==> src/rtl/afr_pkg.sv <==
`default_nettype none

package afr_pkg;

    localparam int unsigned MAX_FRAME = 77;
    localparam int unsigned MIN_FRAME = 11;

    localparam logic [7:0]  START_CHAR = 8'h21;   // '!'
    localparam logic [7:0]  END_CHAR   = 8'h3B;   // ';'
    localparam logic [7:0]  DIGIT_LO   = 8'h30;   // '0'
    localparam logic [7:0]  DIGIT_HI   = 8'h39;   // '9'

    localparam logic [15:0] CRC_SEED   = 16'hFFFF;
    localparam logic [15:0] CRC_POLY   = 16'hA001;
    localparam logic [23:0] OWN_ADDRESS_RESET = 24'h53544D;

    localparam int unsigned LEN_W  = 7;
    localparam int unsigned SUM_W  = 17;
    localparam int unsigned ADDR_W = 24;

    // frame offsets
    localparam logic [LEN_W-1:0] POS_DST0  = LEN_W'(3);
    localparam logic [LEN_W-1:0] POS_DST1  = LEN_W'(4);
    localparam logic [LEN_W-1:0] POS_DST2  = LEN_W'(5);
    localparam logic [LEN_W-1:0] POS_CMD   = LEN_W'(MIN_FRAME);
    localparam logic [LEN_W-1:0] POS_LAST  = LEN_W'(MAX_FRAME - 1);

    typedef enum logic [1:0] {
        KIND_CMD_BYTE = 2'd0,
        KIND_ACCEPTED = 2'd1,
        KIND_CRC_ERR  = 2'd2
    } kind_t;

    typedef struct packed {
        logic [15:0]        computed_crc;
        logic [LEN_W-1:0]   cmd_length;
        logic [ADDR_W-1:0]  src_address;
        logic [LEN_W-1:0]   byte_index;
        logic [7:0]         cmd_byte;
    } result_t;

    // CRC-16/MODBUS, one byte, reflected, bit at a time
    function automatic logic [15:0] crc16_byte(input logic [15:0] crc_in,
                                               input logic [7:0]  data);
        logic [15:0] c;
        c = crc_in ^ {8'h00, data};
        for (int k = 0; k < 8; k++)
        begin
            if (c[0])
                c = (c >> 1) ^ CRC_POLY;
            else
                c = c >> 1;
        end
        return c;
    endfunction

endpackage

`default_nettype wire

==> src/rtl/ascii_frame_receiver_crc16_check.sv <==
`default_nettype none

// ASCII frame receiver with CRC-16/MODBUS check.
// Slave stream (s_*): one received character per word in s_tdata[7:0].
// Master stream (m_*): at most one result word per input word. m_tuser holds
//   the kind (tentative command byte, frame accepted, checksum error); m_tdata
//   holds the command byte, its index, source address, command length and CRC.
// Frames are '!' SRC(3) DST(3) SUM(5 decimal digits) CMD ';'. Only frames
// addressed to own_address produce results; command bytes come out as they
// arrive, and ';' gives the verdict.
// A result is registered: it is on m_* in the cycle after its input word is taken.
// Throughput: one word per cycle unless a result waits on m_tready; the byte CRC
// update and the frame state update sit between the input handshake and the result register.
// Stall: while a result waits on m_tready low, s_tready drops; it rises again
// in the same cycle that the waiting result is taken.
// Reset (rst_n low, asynchronous): no frame open, CRC at 0xFFFF, result
// register empty, own_address back to its reset value. cfg_wr_en/cfg_wr_data write
// own_address; the user writes only while the block is idle; the block does not enforce it.
module ascii_frame_receiver_crc16_check (
    input  wire logic                        clk,
    input  wire logic                        rst_n,
    // configuration
    input  wire logic                        cfg_wr_en,
    input  wire logic [afr_pkg::ADDR_W-1:0]  cfg_wr_data,
    // input stream
    input  wire logic                        s_tvalid,
    output logic                             s_tready,
    input  wire logic [7:0]                  s_tdata,   // [7:0] rx_byte
    // result stream
    output logic                             m_tvalid,
    input  wire logic                        m_tready,
    output logic [63:0]                      m_tdata,   // [7:0] cmd_byte, [14:8] byte_index,
                                                        // [38:15] src_address,
                                                        // [45:39] cmd_length,
                                                        // [61:46] computed_crc, [63:62] zero
    output logic [1:0]                       m_tuser    // [1:0] kind
);
    import afr_pkg::*;

    // configuration
    logic [ADDR_W-1:0] own_address_reg;

    // frame state
    logic              in_frame_reg,       in_frame_next;
    logic [LEN_W-1:0]  frame_length_reg,   frame_length_next;
    logic [15:0]       running_crc_reg,    running_crc_next;
    logic [SUM_W-1:0]  given_checksum_reg, given_checksum_next;
    logic              digits_stopped_reg, digits_stopped_next;
    logic [ADDR_W-1:0] sender_address_reg, sender_address_next;
    logic              address_match_reg,  address_match_next;

    // result register
    logic              out_valid_reg,      out_valid_next;
    kind_t             out_kind_reg,       out_kind_next;
    result_t           out_data_reg,       out_data_next;

    logic              accept;
    logic              emit;
    logic [7:0]        rx;
    logic [15:0]       crc_upd;
    logic [7:0]        want_byte;
    logic              is_digit;
    logic [SUM_W+3:0]  sum_times10;

    assign s_tready = !out_valid_reg || m_tready;
    assign accept   = s_tvalid && s_tready;
    assign rx       = s_tdata;

    assign crc_upd  = crc16_byte(running_crc_reg, rx);
    assign is_digit = (rx >= DIGIT_LO) && (rx <= DIGIT_HI);
    // x*10 = x*8 + x*2, then the digit; kept to 17 bits
    assign sum_times10 = {1'b0, given_checksum_reg, 3'b000}
                       + {3'b000, given_checksum_reg, 1'b0}
                       + {(SUM_W)'(0), 4'(rx - DIGIT_LO)};

    always_comb
    begin
        unique case (frame_length_reg)
            POS_DST0: want_byte = own_address_reg[23:16];
            POS_DST1: want_byte = own_address_reg[15:8];
            POS_DST2: want_byte = own_address_reg[7:0];
            default:  want_byte = 8'h00;
        endcase
    end

    always_comb
    begin
        in_frame_next       = in_frame_reg;
        frame_length_next   = frame_length_reg;
        running_crc_next    = running_crc_reg;
        given_checksum_next = given_checksum_reg;
        digits_stopped_next = digits_stopped_reg;
        sender_address_next = sender_address_reg;
        address_match_next  = address_match_reg;
        emit                = 1'b0;
        out_kind_next       = out_kind_reg;
        out_data_next       = out_data_reg;

        if (accept)
        begin
            if (rx == START_CHAR)
            begin
                // '!' always opens a fresh frame
                in_frame_next       = 1'b1;
                frame_length_next   = '0;
                running_crc_next    = CRC_SEED;
                given_checksum_next = '0;
                digits_stopped_next = 1'b0;
                sender_address_next = '0;
                address_match_next  = 1'b0;
            end
            else if (in_frame_reg)
            begin
                if (rx == END_CHAR)
                begin
                    if ((frame_length_reg >= POS_CMD) && address_match_reg)
                    begin
                        emit          = 1'b1;
                        out_kind_next = (given_checksum_reg == {1'b0, running_crc_reg})
                                      ? KIND_ACCEPTED : KIND_CRC_ERR;
                        out_data_next.cmd_byte     = '0;
                        out_data_next.byte_index   = '0;
                        out_data_next.src_address  = sender_address_reg;
                        out_data_next.cmd_length   = frame_length_reg - POS_CMD;
                        out_data_next.computed_crc = running_crc_reg;
                    end
                    in_frame_next     = 1'b0;
                    frame_length_next = '0;
                end
                else if (frame_length_reg >= POS_LAST)
                begin
                    // overlong frame: dropped without a word
                    in_frame_next     = 1'b0;
                    frame_length_next = '0;
                end
                else
                begin
                    frame_length_next = frame_length_reg + LEN_W'(1);
                    if (frame_length_reg < POS_DST0)
                    begin
                        sender_address_next = {sender_address_reg[ADDR_W-9:0], rx};
                        running_crc_next    = crc_upd;
                    end
                    else if (frame_length_reg < POS_DST2 + LEN_W'(1))
                    begin
                        if (frame_length_reg == POS_DST0)
                            address_match_next = (rx == want_byte);
                        else
                            address_match_next = address_match_reg && (rx == want_byte);
                        running_crc_next = crc_upd;
                    end
                    else if (frame_length_reg < POS_CMD)
                    begin
                        if (!digits_stopped_reg && is_digit)
                            given_checksum_next = sum_times10[SUM_W-1:0];
                        else
                            digits_stopped_next = 1'b1;
                    end
                    else
                    begin
                        running_crc_next = crc_upd;
                        if (address_match_reg)
                        begin
                            emit          = 1'b1;
                            out_kind_next = KIND_CMD_BYTE;
                            out_data_next.cmd_byte     = rx;
                            out_data_next.byte_index   = frame_length_reg - POS_CMD;
                            out_data_next.src_address  = '0;
                            out_data_next.cmd_length   = '0;
                            out_data_next.computed_crc = '0;
                        end
                    end
                end
            end
        end

        out_valid_next = (out_valid_reg && !m_tready) || emit;
    end

    always_ff @(posedge clk or negedge rst_n)
    begin
        if (!rst_n)
        begin
            own_address_reg    <= OWN_ADDRESS_RESET;
            in_frame_reg       <= 1'b0;
            frame_length_reg   <= '0;
            running_crc_reg    <= CRC_SEED;
            given_checksum_reg <= '0;
            digits_stopped_reg <= 1'b0;
            sender_address_reg <= '0;
            address_match_reg  <= 1'b0;
            out_valid_reg      <= 1'b0;
        end
        else
        begin
            if (cfg_wr_en)
                own_address_reg <= cfg_wr_data;
            in_frame_reg       <= in_frame_next;
            frame_length_reg   <= frame_length_next;
            running_crc_reg    <= running_crc_next;
            given_checksum_reg <= given_checksum_next;
            digits_stopped_reg <= digits_stopped_next;
            sender_address_reg <= sender_address_next;
            address_match_reg  <= address_match_next;
            out_valid_reg      <= out_valid_next;
        end
    end

    // result payload, no reset needed
    always_ff @(posedge clk)
    begin
        out_kind_reg <= out_kind_next;
        out_data_reg <= out_data_next;
    end

    assign m_tvalid = out_valid_reg;
    assign m_tuser  = out_kind_reg;
    assign m_tdata  = {2'b00, out_data_reg};

endmodule

`default_nettype wire

==> config.mk <==
export PLATFORM = sky130hd
export DESIGN_NAME = ascii_frame_receiver_crc16_check
export DESIGN_NICKNAME = d
export VERILOG_FILES = /design/src/rtl/afr_pkg.sv /design/src/rtl/ascii_frame_receiver_crc16_check.sv
export SDC_FILE = /design/constraint.sdc
export NUM_CORES = 1
export LEC_CHECK = 0
export BUFFER_PORTS_ARGS = -buffer_cell sky130_fd_sc_hd__buf_2
export CORE_MARGIN = 2
export CORE_UTILIZATION = 34
export CTS_CLUSTER_DIAMETER = 50
export DETAILED_ROUTE_END_ITERATION = 10
export MAX_ROUTING_LAYER = met4
export SLEW_MARGIN = 20
export SYNTH_ARGS = -nofsm -noshare
export SYNTH_HDL_FRONTEND = slang
export SYNTH_SLANG_ARGS = --single-unit
==> constraint.sdc <==
create_clock -name clk -period 6.2 [get_ports clk]
set_input_delay 1.24 -clock clk [delete_from_list [all_inputs] [get_ports clk]]
set_output_delay 1.24 -clock clk [all_outputs]
set_load 0.01 [all_outputs]
==> key figures <==
Run status
  • Status: finished, final reports clean

Place
  • Final GP Congestion: 0.869
  • Port Buffer Count: 102
  • DP Worst Slack: 1.96 ns
  • Post-DP HPWL: roughly 13000 um

Global route
  • Vias in the first global route: roughly 5400
  • Initial antenna violation count: 0
  • Grt ovf: 0
  • Pin count of the biggest net entering global routing: 57
  • Met1 usage: 0.227
  • Met3 Use GR: 0.0367
  • All-Layer GR Usage: 0.161
  • Grt met2 use: 0.238
  • First-pass GRT wire length: roughly 30000 um
  • Top Usage Layer GRT: met2

Setup path
  • Worst path max stage delay: 0.54 ns
  • Setup crit start kind: primary input
  • WP data required: ~6.6 ns
  • Critical path class: primary input to register
  • Slowest CP cell: fa_1
  • Crit path cell chain: buf_2 > inv_1 > fa_1 > inv_1 > fa_1 > a21oi_1 > o21bai_1 > a211oi_1 > o211ai_1 > or4b_1 > nand3_1
  • Data arrival, critical path: about 4.1 ns
  • Crit-path max FO: 7
  • CP endpoint kind: register

Finish
  • # diodes: 0
  • Synthesis-to-layout area growth: 15.5%
  • Layout cells sized above 1: 0.274
  • Area occupied by multi-input gates: 3320 um^2
  • Max reg flops: 62
  • Nets: 821
  • Fillcell total: 2114
  • Reg area: 4260 um^2

Drt
  • Via count: 5399
  • DR pass1 iterations: 4
  • DR WL/cell: 17.3 um
  • Total wire length: 18200 um
  • DRC viols: 0
  • 1st-iter DRT viols: 267
  • Vias per cell: 5.15
  • Final ANT Viol Nets: 0

Synth
  • Sequential-to-total area share from yosys stat: 0.542
  • Area contributors post-synth: edfxtp_1, dfrtp_1, dfstp_2
  • Register bit total from synthesis: 156
  • EDFF count, synth: 64
  • Cell Area, Synth: about 8000 um^2
  • Most common cell in the synthesized netlist: dfrtp_1
  • Top post-synthesis cells by count: dfrtp_1, edfxtp_1, nor2_1
  • Share of Yosys cell area claimed by the top area cell type: 0.245
  • Syn. warnings: 0
  • Cell taking the most area after synthesis: edfxtp_1
  • Avg Cell Area, Syn: 11.7 um^2
  • Synth unique cells: 63
  • Synthesized instance count: 671
  • Async SR Flop Fraction: 0.590
  • Post-synth top flop: dfrtp_1

Floorplan
  • Starting density of the core: 0.347
  • Rows: 55
  • Top-level I/O count: between 100 and 150
  • DIE AREA: 24300 um^2
  • Die Width: 156 um
  • Die Height: 156 um
  • Core Region: 22600 um^2

Timing
  • Sum Neg Setup Slack: 0 ns
  • FMAX: about 260 MHz
  • Final worst slack: 2.41 ns
  • RSZ-0062 raised after global routing: false
  • Final Skew: between 0.008 and 0.009 ns
  • Min cycle time layout: 3.79 ns
  • Final worst path period share: 0.611
  • Slew of the pin with the lowest slew margin: 1.01 ns
  • Fin. Hold Viols: 0
  • Final Max Tran Viols: 0
  • Slew HR: 0.324
  • # setup viols final: 0

Clock tree
  • Clock Path Buffers: 2
  • H-tree depth: 4
  • Resize count post-CTS: 0
  • TritonCTS clock tree: yes
  • Inserted Clock Buffers: 17
  • Clock Tree Root: clkbuf_16
  • Clock Latency Late Sink: approximately 0.42 ns
  • Hold_buf cts: 0
  • CTS Sinks: 156
  • Reg clk slew, reported paths: 0.06 ns
  • Post-CTS Setup Repair Bufs: 0

Power and ir drop
  • Maximum vdd drop: 0.000158 V
  • PwrDens: 326 nW/um^2
  • Final Power: 2960 uW
  • LEAKAGE: about 0.0041 uW

Run
  • Max-Cap Viols: 0

Min path
  • Hold Crit Class: register to register
[layer usage]
metal,up-vias,share of wire
met5,-,0
met4,0,0.0080
met1,2637,0.50
met2,142,0.45
met3,13,0.044
li1,2607,-
[worst max-delay path: cells and delay by family]
kind | cells | cell delay [ns]
AND/OR/NAND/NOR | 2 | 0.62
AO/OA/AOI/OAI | 4 | 0.90
adder cells (fa/ha/maj) | 2 | 1.00
buffers and inverters | 3 | 0.37
[cell families (layout without fill, tap and decap cells)]
group | Yosys count | in the layout | synth area share
XOR/XNOR | 53 | 53 | 0.0608
AND/OR/NAND/NOR | 212 | 212 | 0.149
AO/OA/AOI/OAI | 116 | 116 | 0.102
flip-flops | 156 | 156 | 0.542
other | 1 | 2 | 0.000477
multiplexers | 39 | 39 | 0.0548
adder cells (fa/ha/maj) | 33 | 33 | 0.0545
buffers and inverters | 61 | 153 | 0.0366
[final timing paths]
check | start | slack (ns) | endpoint | depth (start not counted)
min | sender_address_reg[16] | 0.50 | sender_address_reg[16] | 1
max | s_tdata[3] | 2.41 | given_checksum_reg[16] | 11
min reg2reg | sender_address_reg[16] | 0.50 | sender_address_reg[16] | 1
max in group asynchronous | rst_n | 4.31 | own_address_reg[15] | 2
max reg2reg | given_checksum_reg[0] | 3.08 | given_checksum_reg[16] | 10
min in group asynchronous | rst_n | 0.79 | sender_address_reg[2] | 1
[stage by stage]
step | hold WS, ns | utilization | std cells | cell area (um^2)
after floorplan | 0.464 | - | 672 | 7860
after global placement | 0.482 | 0.377 | 1017 | 8530
after detailed placement | 0.488 | 0.377 | 1017 | 8530
after CTS | 0.503 | 0.401 | 1049 | 9070
after global routing | 0.509 | 0.401 | 1049 | 9070
final | 0.498 | 0.401 | 1049 | 9070
[layout by cell type, fill, tap and decap left out, types with 6 or more instances in the layout]
cell type,Yosys,routed
nor2_1,47,47
clkbuf_16,0,17
nor4_1,9,9
a21oi_1,28,28
nor3_1,7,7
nand2_1,31,31
inv_1,14,13
xnor2_1,23,23
nand3_1,24,24
mux2_2,32,32
a31oi_1,12,12
buf_4,3,6
dfrtp_1,65,65
and2_1,10,10
dfstp_2,27,27
and4_1,7,7
xor2_1,29,29
nand4_1,12,12
and3_1,41,41
edfxtp_1,64,64
a22o_1,20,20
buf_2,10,101
mux2i_1,7,7
o21ai_0,18,18
ha_1,31,31
[power by group]
group,switching (uW),leakage (uW),internal [uW],total [uW]
registers,163,0.00176,1250,1410
clock network,446,0.000263,520,966
logic,289,0.00205,287,576
[final cells by class]
| class | instances | share of cell area |
|---|---|---|
| inverters | 14 | 0.00579 |
| clock buffers | 18 | 0.0473 |
| multi-input cells | 455 | 0.366 |
| repair buffers | 107 | 0.0607 |
| clock inverters | 14 | 0.0120 |
| flip-flops and latches | 156 | 0.469 |
| well taps | 285 | 0.0393 |
Note: power is estimated with default switching activity, not from simulation.
